$ cat config.mk
export PLATFORM = sky130hd
export DESIGN_NAME = thte_row
export DESIGN_NICKNAME = d
export VERILOG_FILES = /design/src/rtl/thte_pkg.sv /design/src/rtl/thte_cell.sv /design/src/rtl/thte_row.sv
export SDC_FILE = /design/constraint.sdc
export NUM_CORES = 1
export LEC_CHECK = 0
export ABC_CLOCK_PERIOD_IN_PS = 3700
export BUFFER_PORTS_ARGS = -buffer_cell sky130_fd_sc_hd__buf_2
export CAP_MARGIN = 20
export CORE_MARGIN = 3
export CORE_UTILIZATION = 50
export CTS_CLUSTER_SIZE = 10
export DETAILED_ROUTE_END_ITERATION = 16
export PLACE_DENSITY_LB_ADDON = 0.2
export SLEW_MARGIN = 15
export SYNTH_ARGS = -nofsm -noshare
export SYNTH_HDL_FRONTEND = slang
export SYNTH_SLANG_ARGS = --single-unit
$ cat constraint.sdc
create_clock -name clk -period 3.7 [get_ports clk]
set_clock_uncertainty 0.05 [all_clocks]
set_input_delay 0.555 -clock clk [delete_from_list [all_inputs] [get_ports clk]]
set_output_delay 0.555 -clock clk [all_outputs]
set_load 0.01 [all_outputs]
$ cat src/rtl/thte_pkg.sv
// Package for the trigram hash text embedding block.
// Constants, hash helpers and shared types; no dependencies.
package thte_pkg;

	localparam int Dim = 32;
	localparam int DimW = (Dim > 1) ? $clog2(Dim) : 1;
	localparam int MaxText = 4096;
	localparam int CntW = $clog2(MaxText + 1);

	localparam logic [63:0] FnvOffset = 64'hCBF29CE484222325;
	localparam logic [63:0] FnvPrime = 64'h00000100000001B3;

	typedef enum logic [3:0] {
		ST_IDLE,
		ST_HASH,
		ST_PROJ,
		ST_MAX,
		ST_SHIFT,
		ST_SUMSQ,
		ST_SQRT,
		ST_DIV,
		ST_EMIT
	} state_t;

	// one cell-to-cell shift command for the accumulator row
	typedef struct packed {
		logic rotate;
		logic add;
		logic clear;
	} row_ctl_t;

	function automatic logic [63:0] xs_step(input logic [63:0] h);
		logic [63:0] a;
		logic [63:0] b;
		begin
			a = h ^ (h << 13);
			b = a ^ (a >> 7);
			xs_step = b ^ (b << 17);
		end
	endfunction

	function automatic logic [31:0] sat_add(input logic [31:0] a, input logic [15:0] p);
		logic [32:0] s;
		begin
			s = {a[31], a} + {{17{p[15]}}, p};
			if (s[32] != s[31])
				sat_add = s[32] ? 32'h80000000 : 32'h7FFFFFFF;
			else
				sat_add = s[31:0];
		end
	endfunction

endpackage

$ cat src/rtl/thte_cell.sv
// One accumulator cell of the row.
// Depends on thte_pkg.
module thte_cell (
	input  logic                clk,
	input  logic                arst_n,
	input  thte_pkg::row_ctl_t  ctl,
	input  logic [15:0]         proj,
	input  logic [31:0]         from_prev,
	output logic [31:0]         acc
);
	import thte_pkg::*;

	logic [31:0] acc_q;

	always_ff @(posedge clk or negedge arst_n) begin
		if (!arst_n) begin
			acc_q <= '0;
		end else if (ctl.clear) begin
			acc_q <= '0;
		end else if (ctl.add) begin
			acc_q <= sat_add(from_prev, proj);
		end else if (ctl.rotate) begin
			acc_q <= from_prev;
		end
	end

	assign acc = acc_q;
endmodule

$ cat src/rtl/thte_row.sv
// Ring of accumulator cells; the head is cell 0, and the projection is added in cell Dim-1.
// Depends on thte_pkg and thte_cell.
module thte_row (
	input  logic                clk,
	input  logic                arst_n,
	input  thte_pkg::row_ctl_t  ctl,
	input  logic [15:0]         proj,
	output logic [31:0]         head
);
	import thte_pkg::*;

	logic [31:0] acc [Dim];
	row_ctl_t    tail_ctl;

	always_comb begin
		tail_ctl = ctl;
		tail_ctl.add = 1'b0;
		tail_ctl.rotate = ctl.rotate | ctl.add;
	end

	// cell 0 feeds back into cell Dim-1; projection added as the value enters cell Dim-1
	genvar g;
	generate
		for (g = 0; g < Dim; g++) begin : g_cell
			if (g == Dim - 1) begin : g_last
				thte_cell u_cell (
					.clk(clk), .arst_n(arst_n), .ctl(ctl), .proj(proj),
					.from_prev(acc[0]), .acc(acc[g])
				);
			end else begin : g_mid
				thte_cell u_cell (
					.clk(clk), .arst_n(arst_n), .ctl(tail_ctl), .proj(proj),
					.from_prev(acc[g + 1]), .acc(acc[g])
				);
			end
		end
	endgenerate

	assign head = acc[0];
endmodule

# After elaboration in Yosys (flattened, before gate mapping)

Index checks and enable logic that the tools add are counted.

$add $sub $neg: 1
Equal/unequal tests: 1
Multiplexer cells: 67
Bitwise logic cells: 1
Reductions and logical operators: 2

Operators with widths:

| operator                | number |
|---|---|
| 2-to-1 mux 32 bit       | 67 |
| adder 32 x 16 -> 33 bit | 1 |
| nonzero test 3 bit      | 1 |
| nonzero test 2 bit      | 1 |
| inequality test 1 bit   | 1 |
| OR 1 bit                | 1 |

Register bits: 1024
Bits of input ports: 21
Output and inout bits: 32
Word-level logic and storage cells: 104

# Logic depth before layout (Yosys ltp)

Gate-level depths: netlist of run 1.

Depth in word-level cells: 5
Mapped depth: 11
Gate-level depth less buffers: 10

# By module

Synthesis of run 1 repeated with hierarchy kept, for this count alone.

Cells, all modules: 13950
Area, all modules: 116282.8 sq um

Modules (own cells, without submodules):

| module                                  | instances | cells each | area each (sq um) | sequential area each (sq um) |
|---|---|---|---|---|
| thte_cell (g_cell[20].g_mid.u_cell ...) | 20        | 451        | 3723.6            | 800.8 |
| thte_cell (g_cell[14].g_mid.u_cell ...) | 6         | 402        | 3474.6            | 800.8 |
| thte_cell (g_cell[10].g_mid.u_cell ...) | 3         | 403        | 3402.0            | 800.8 |
| thte_cell (g_cell[13].g_mid.u_cell)     | 1         | 452        | 3806.2            | 800.8 |
| thte_cell (g_cell[1].g_mid.u_cell)      | 1         | 446        | 3534.6            | 800.8 |
| thte_cell (g_cell[0].g_mid.u_cell)      | 1         | 409        | 3407.0            | 800.8 |
| thte_row                                | 1         | 2          | 10.0              | 0.0 |

# Worst setup path before layout of run 1

OpenSTA, ideal clock, no wires.

Path type: in2reg
Start point: input port proj[0]
End point: register g_cell[31].g_last.u_cell.acc_q[13]
Setup time: 0.125 ns
Arrival time: 2.847 ns
Required time: 3.525 ns
Setup slack: 0.678 ns
Cell stages on the path: 11
Buffers on the path: 1
Cells stage by stage: ha_1 fa_1 a211oi_1 o211ai_2 nand4_1 a31oi_2 a31oi_4 a311oi_4 o21ai_4 buf_6 o21ai_2

Word-level cells in the longest chain between the ends: 5
Elaborated cells between the ends (all ways): 6
Classes of those cells: add/sub: 1; eq/ne: 1; mux: 4

Ends and longest elaborated chain:

| item                                                       | RTL line                       | RTL |
|---|---|---|
| start: declaration                                         | thte_row.sv:7                  | `input logic [15:0] proj,` |
| adder 32 x 16 -> 33 bit (*)                                | thte_pkg.sv:45                 | `s = {a[31], a} + {{17{p[15]}}, p};` |
| 2-to-1 mux 32 bit or inequality test 1 bit (tied branches) | thte_pkg.sv:47, thte_pkg.sv:46 |  |
| 2-to-1 mux 32 bit (*)                                      | thte_pkg.sv:46                 | `if (s[32] != s[31])` |
| 2-to-1 mux 32 bit (*)                                      | thte_cell.sv:20                | `end else if (ctl.add) begin` |
| 2-to-1 mux 32 bit (*)                                      | thte_cell.sv:18                | `end else if (ctl.clear) begin` |
| end signal: assignment                                     | thte_cell.sv:21                | `acc_q <= sat_add(from_prev, proj);` |
| end signal: assignment                                     | thte_cell.sv:23                | `acc_q <= from_prev;` |
| end: declaration                                           | thte_cell.sv:13                | `logic [31:0] acc_q;` |

Every way passes the cells marked *; elsewhere a longest branch is shown, timed or not.
A chain may end at the register's enable or synchronous reset.

# Final worst setup path of run 1

Start point: register g_cell[0].g_mid.u_cell.acc_q[0]
End point: register g_cell[31].g_last.u_cell.acc_q[17]

Word-level cells in the longest chain between the ends: 5
Elaborated cells between the ends (all ways): 6
Classes of those cells: add/sub: 1; eq/ne: 1; mux: 4

Ends and longest elaborated chain:

| item                                                       | RTL line |
|---|---|
| start: declaration                                         | thte_cell.sv:13 |
| start signal: assignment                                   | thte_cell.sv:21 |
| start signal: assignment                                   | thte_cell.sv:23 |
| adder 32 x 16 -> 33 bit (*)                                | thte_pkg.sv:45 |
| 2-to-1 mux 32 bit or inequality test 1 bit (tied branches) | thte_pkg.sv:47, thte_pkg.sv:46 |
| 2-to-1 mux 32 bit (*)                                      | thte_pkg.sv:46 |
| 2-to-1 mux 32 bit (*)                                      | thte_cell.sv:20 |
| 2-to-1 mux 32 bit (*)                                      | thte_cell.sv:18 |

Marks and branches as above.

==> out/metrics.yaml, run 1 <==
run_status:
  status: "finished, final reports clean"
power:
  peakVddDrop_uv: 420
  p_seq_frac: 0.508
  leakagePower_nw: 19.6
  p_sw_w: 0.00506
  power_w: 0.0222
  p_per_area_nw_per_um2: 478
  clock_power_share: 0.444
  p_comb_frac: 0.047
  p_sw_frac: 0.228
  intPower_w: 0.0171
clock_tree:
  path_clk_slew_ns: 0.05
  cts_tree: "done"
  cts_num_sinks: 1024
  cts_buffers: 114
  postCtsSetupRepairBufs: 0
  htree_levels: 3
  clock_latency_ns: 0.66
  cts_root_buffer: "clkbuf_16"
  clock_path_buffers: 3
worst_setup_path:
  cp_data_arrival_time_ns: 3.90
  path_cells: "ha_1 > fa_1 > a211oi_1 > o211ai_2 > nand4_1 > a31oi_2 > a31oi_4 > o311ai_4 > buf_12 > nor4_1 > o31ai_1"
  cp_slowest_cell: "fa_1"
  crit_fanout: 17
  crit_path_start_kind: "register"
  critPathKind: "register to register"
  regToRegSetupSlack_ns: 0.28
  required_ns: 4.18
  worstSetupEndpointType: "register"
  cp_top_family: "compound AO/OA/AOI/OAI gates"
  critPathBufInv: 1
  slowest_delay_ns: 0.43
  timing.rr.start: "g_cell[0].g_mid.u_cell.acc[0]"
  r2r.worst_path.cells: 11
  rr_endpoint: "g_cell[31].g_last.u_cell.acc[17]"
drt:
  num_vias: 30500
  antenna_left: 0
  drtIter0Drc: 2345
  post-route-drc-count: 0
  routedWlPerCell_um: 15.2
  vias_per_cell: 5.35
  drtPass1Iterations: 5
  finalWirelength_mm: 86.7
grt:
  grt_pass1_wl_mm: 149
  grt_pass1_vias: 29700
  antenna_found_initial: 1
  grt_max_degree: 166
  grt_overflow: 0
  track_usage: 0.201
floorplanning:
  dieWidth_um: 296
  dieArea_um2: 87800
  rows: 105
  ioPinCount: 53
  start_util: 0.509
  die_h_um: 296
  core_area_um2: 82800
synthesis:
  synth_area_um2: 42100
  ys_seq_area_frac: 0.608
  syn_nets: 4793
  synth_area_leaders: "dfrtp_1 (61%), nand2_1 (18%), a21oi_1 (12%)"
  synth_cells: 4739
  synth.largest_area_cell: "dfrtp_1"
  avgSynthCellArea_um2: 8.89
  ys_types: 67
  yosys_warnings: 0
  synth_edf_count: 0
  ys_ff_latch: 1024
  synthDominantCellAreaShare: 0.608
  ys_async_sr_fraction: 1.00
  synth_flop_cell: "dfrtp_1"
final_layout:
  fin_area_um2: 46500
  drive_gt1_frac: 0.0659
  layout_commonest_cell: "nand2_1"
  fillCellCount: 7481
  nets: 4663
  syn_to_final_growth_pct: 10.3
  utilization: 0.562
  final_cell_mix: "nand2_1 (2030), a21oi_1 (1027), dfrtp_1 (1024)"
min_path:
  hold_start: "proj[0]"
  hold_end: "g_cell[31].g_last.u_cell.acc[0]"
  hold_depth: 4
  hp-class: "input pin to register"
place:
  gp_congestion: 0.843
  portBuffers: 52
  hpwl_mm: 50.7
  placement.cell_area_um2: 43400
timing:
  max_slew_margin: 0.495
  setup_violations: 0
  timing_hold_violations_final: 0
  whs_ns: 0.289
  slew_viol_final: 0
  min_period_ns: 3.42
  post-route-period-util: 0.926
  fmaxAchievable_mhz: 292
  tightestPinTransition_ns: 0.753
  rsz0062_at_grt: "no"
flow_run:
  cap_violations: 0
## per-stage QoR
stage | setup TNS, ns | instances | setup WS, ns
after floorplan | 0 | 4739 | 0.678
after global placement | -0.000207 | 5562 | -0.000207
after detailed placement | 0 | 5562 | 0.00382
after CTS | 0 | 5699 | 0.219
after global routing | 0 | 5700 | 0.0443
final | 0 | 5700 | 0.276
## layout make-up
class / instances / area [um^2] / area share
antenna: 1 / 2.50 / 0.0000538
clock buffer: 130 / 2960 / 0.0638
clock inverter: 6 / 135 / 0.00291
inverter: 12 / 45.0 / 0.000969
multi-input combinational: 3320 / 14900 / 0.321
sequential: 1024 / 25600 / 0.551
tap: 1070 / 1340 / 0.0288
timing repair buffer: 137 / 1470 / 0.0316
## worst max path at each step
stage | depth (start not counted) | endpoint | startpoint
after floorplan | 11 | g_cell[31].g_last.u_cell.acc[13] | proj[0]
final | 11 | g_cell[31].g_last.u_cell.acc[17] | g_cell[0].g_mid.u_cell.acc[0]
after global routing | 11 | g_cell[31].g_last.u_cell.acc[17] | g_cell[0].g_mid.u_cell.acc[0]
after CTS | 11 | g_cell[31].g_last.u_cell.acc[17] | g_cell[0].g_mid.u_cell.acc[0]
after detailed placement | 12 | g_cell[31].g_last.u_cell.acc[17] | proj[0]
after global placement | 11 | g_cell[31].g_last.u_cell.acc[17] | proj[15]
## what timing repair did
action	4_1_cts	5_1_grt
endpoints found under the setup margin	0	0
hold buffers	1	0
gates resized for setup	0	0
endpoints found under the hold margin	38	0
## kinds of logic (layout without fill, tap and decap cells)
family,count (synthesis),in the layout,share of synthesized area
xor gates and xnor gates,24,24,0.00499
and+or+nand+nor,2091,2091,0.189
buffers and inverters,395,285,0.0387
other,0,1,0
DFF,1024,1024,0.608
AOI/OAI and AO/OA,1168,1168,0.148
adders and majority gates,33,33,0.00997
muxes,4,4,0.00101
## per-layer routing
layer / GRT usage / routed length (um)
met1: 0.288 / 40600
met2: 0.322 / 41500
met3: 0.0255 / 2210
met4: 0.0617 / 2400
met5: 0 / 0
## state kept, by name, indices dropped and copies added (netlist names)
name / count
g_cell.g_last.u_cell.acc: 32
g_cell.g_mid.u_cell.acc: 992
## cell usage after synthesis (all sizes together), types with 7 or more instances
cell / count
nand2: 2030
inv: 12
o22ai: 25
dfrtp: 1024
nand3: 11
a21oi: 1029
xnor2: 17
a31oi: 7
clkbuf: 337
xor2: 7
o21ai: 42
ha: 32
a21o: 17
nor2: 22
buf: 46
a211oi: 7
## tightest hold or removal path: cells and delay by family
kind | cells | cell delay (ns)
AOI/OAI and AO/OA | 2 | 0.20
adders and majority gates | 1 | 0.13
buffers and inverters | 1 | 0.08
## power groups by stage
stage	clock, W	combinational (W)	sequential (W)
finish	0.00987	0.00105	0.0113
detailed placement	0	0.00108	0.0115
global placement	0	0.00109	0.0115
floorplan	0	0.000582	0.0115
global route	0.0106	0.00119	0.0113
CTS	0.0102	0.00109	0.0113
No activity file was read; power rests on OpenSTA's default activity.
==> run 2: changes to the inputs <==
--- a/config.mk
+++ b/config.mk
@@ -5,14 +5,15 @@
 export SDC_FILE = /design/constraint.sdc
 export NUM_CORES = 1
 export LEC_CHECK = 0
-export ABC_CLOCK_PERIOD_IN_PS = 3700
+export ABC_CLOCK_PERIOD_IN_PS = 3150
 export BUFFER_PORTS_ARGS = -buffer_cell sky130_fd_sc_hd__buf_2
 export CAP_MARGIN = 20
 export CORE_MARGIN = 3
 export CORE_UTILIZATION = 50
 export CTS_CLUSTER_SIZE = 10
 export DETAILED_ROUTE_END_ITERATION = 16
-export PLACE_DENSITY_LB_ADDON = 0.2
+export PLACE_DENSITY_LB_ADDON = 0.05
+export REMOVE_ABC_BUFFERS = 1
 export SLEW_MARGIN = 15
 export SYNTH_ARGS = -nofsm -noshare
 export SYNTH_HDL_FRONTEND = slang
==> constraint.sdc (replaced) <==
create_clock -name clk -period 3.15 [get_ports clk]
set_clock_uncertainty 0.05 [all_clocks]
set_input_delay 0.4725 -clock clk [delete_from_list [all_inputs] [get_ports clk]]
set_output_delay 0.4725 -clock clk [all_outputs]
set_load 0.01 [all_outputs]
==> run 2 against run 1 <==
Net effect:
- maximum frequency is 15% higher
- utilization increased by 1.0 points
- flip-flop and latch count unchanged
- count of clock-buffer cells in the layout increased by 3
- die area did not move
- via count grew 0.98%
- sequential power up 17%
- cell count up 1.8%
- critical endpoint is now g_cell[31].g_last.u_cell.acc[26]
==> out/metrics.yaml, run 2 (synthesis gave the netlist of run 1 again) <==
drt:
  routedWlPerCell_um: 15.3
  drtPass1Iterations: 5
  antenna_left: 0
  finalWirelength_mm: 88.6
  post-route-drc-count: 0
  num_vias: 30800
  drtIter0Drc: 2292
  vias_per_cell: 5.31
grt:
  grt.met3_usage: 0.0356
  top_usage_layer: "met1"
  grt_overflow: 0
  use_met1: 0.311
  track_usage: 0.204
  grt_pass1_wl_mm: 151
  antenna_found_initial: 4
  grt_max_degree: 129
  use_met2: 0.305
  grt_pass1_vias: 30000
floorplanning:
  core_area_um2: 82800
  rows: 105
  die_h_um: 296
  start_util: 0.509
  dieWidth_um: 296
  dieArea_um2: 87800
  ioPinCount: 53
clock_tree:
  cts_root_buffer: "clkbuf_16"
  cts_tree: "done"
  clock_latency_ns: 0.66
  cts_buffers: 114
  cts_num_sinks: 1024
  htree_levels: 3
  path_clk_slew_ns: 0.06
  clock_path_buffers: 3
timing:
  timing_hold_violations_final: 0
  tightestPinTransition_ns: 0.637
  min_period_ns: 2.98
  whs_ns: 0.244
  slew_viol_final: 0
  fmaxAchievable_mhz: 336
  rsz0062_at_grt: "no"
  max_slew_margin: 0.575
  setup_violations: 0
  post-route-period-util: 0.945
worst_setup_path:
  critPathKind: "register to register"
  path_cells: "ha_1 > a21oi_1 > a21oi_1 > a211oi_1 > buf_4 > o21a_2 > a31oi_4 > o311ai_4 > buf_12 > buf_12 > a21oi_1 > o31ai_1"
  critPathBufInv: 3
  slowest_delay_ns: 0.39
  crit_path_start_kind: "register"
  cp_top_family: "compound AO/OA/AOI/OAI gates"
  cp_slowest_cell: "dfrtp_1"
  cpMostUsedCell: "a21oi_1"
  worstSetupEndpointType: "register"
  crit_fanout: 16
  cp_data_arrival_time_ns: 3.47
  required_ns: 3.65
final_layout:
  utilization: 0.572
  drive_gt1_frac: 0.0871
  nets: 4765
  largest_reg_flops: 992
  final_cell_mix: "nand2_1 (2030), a21oi_1 (1027), dfrtp_1 (1024)"
  syn_to_final_growth_pct: 12.3
  layout_commonest_cell: "nand2_1"
flow_run:
  cap_violations: 0
power:
  p_per_area_nw_per_um2: 550
  peakVddDrop_uv: 443
  leakagePower_nw: 20.1
place:
  hpwl_mm: 52.1
  portBuffers: 52
  gp_congestion: 0.836
min_path:
  hp-class: "input pin to register"
run_status:
  status: "finished, final reports clean"
[run 2: changes by cell type in the layout (fill, tap and decap cells not counted), sizes merged]
cell    delta
buf      +102
clkbuf     +3
bufinv     -2
clkinv     +1
diode      +1
inv        -1
[run 2: worst reg2reg max path: cells and delay by family (launching register included)]
kind | cells | cell delay, ns
compound gates | 8 | 1.56
fa+ha+maj | 1 | 0.35
buf+inv | 3 | 0.52
flops | 1 | 0.39
[run 2: final cells by class]
type                       instances  area (um^2)
fill                            7443        35400
multi-input combinational       3320        15000
clock buffer                     133         3000
sequential                      1024        25600
timing repair buffer             239         2340
antenna                            2         5.00
clock inverter                     4         35.0
tap                             1070         1340
inverter                          12         45.0
[run 2: metrics by stage]
| step | setup slack, ns | instance area (um^2) | setup TNS, ns | total power [W] | cells |
|---|---|---|---|---|---|
| after CTS | 0.0728 | 47300 | 0 | 0.0264 | 5802 |
| after detailed placement | -0.181 | 44200 | -4.00 | 0.0149 | 5664 |
| final | 0.175 | 47300 | 0 | 0.0260 | 5804 |
| after global placement | -0.169 | 44200 | -3.70 | 0.0149 | 5664 |
| after floorplan | -27.77 | 40600 | - | 0.0139 | 4356 |
| after global routing | 0.00279 | 47300 | 0 | 0.0271 | 5802 |
[run 2: report_power, final]
group	leakage, nW	switching [W]	internal (W)
sequential	14.3	0.0000313	0.0132
clock	1.49	0.00488	0.00656
combinational	4.36	0.00103	0.000303
total	20.1	0.00595	0.0201
[run 2: worst paths after layout]
check,startpoint,endpoint,slack (ns),cells past startpoint
hold reg to reg,g_cell[31].g_last.u_cell.acc[27],g_cell[31].g_last.u_cell.acc[27],0.43,2
setup reg to reg,g_cell[0].g_mid.u_cell.acc[17],g_cell[31].g_last.u_cell.acc[26],0.17,12
min in group asynchronous,arst_n,g_cell[13].g_mid.u_cell.acc[31],0.33,2
setup / recovery,g_cell[0].g_mid.u_cell.acc[17],g_cell[31].g_last.u_cell.acc[26],0.17,12
max in group asynchronous,arst_n,g_cell[24].g_mid.u_cell.acc[12],1.69,4
hold / removal,ctl[0],g_cell[22].g_mid.u_cell.acc[12],0.24,2
[run 2: what timing repair did]
| item | 4_1_cts | 5_1_grt |
|---|---|---|
| hold endpoints to repair | 37 | 0 |
| resized for setup | 0 | 7 |
| hold buffers | 1 | 0 |
| setup buffers | 0 | 0 |
| endpoints found under the setup margin | 0 | 22 |
[run 2: routing by layer]
| layer | up-vias | routed length (um) | share of wire |
|---|---|---|---|
| met4 | 0 | 1900 | 0.021 |
| met3 | 125 | 3390 | 0.038 |
| li1 | 15300 | - | - |
| met5 | - | 0 | 0 |
| met2 | 355 | 39200 | 0.44 |
| met1 | 15100 | 44100 | 0.50 |
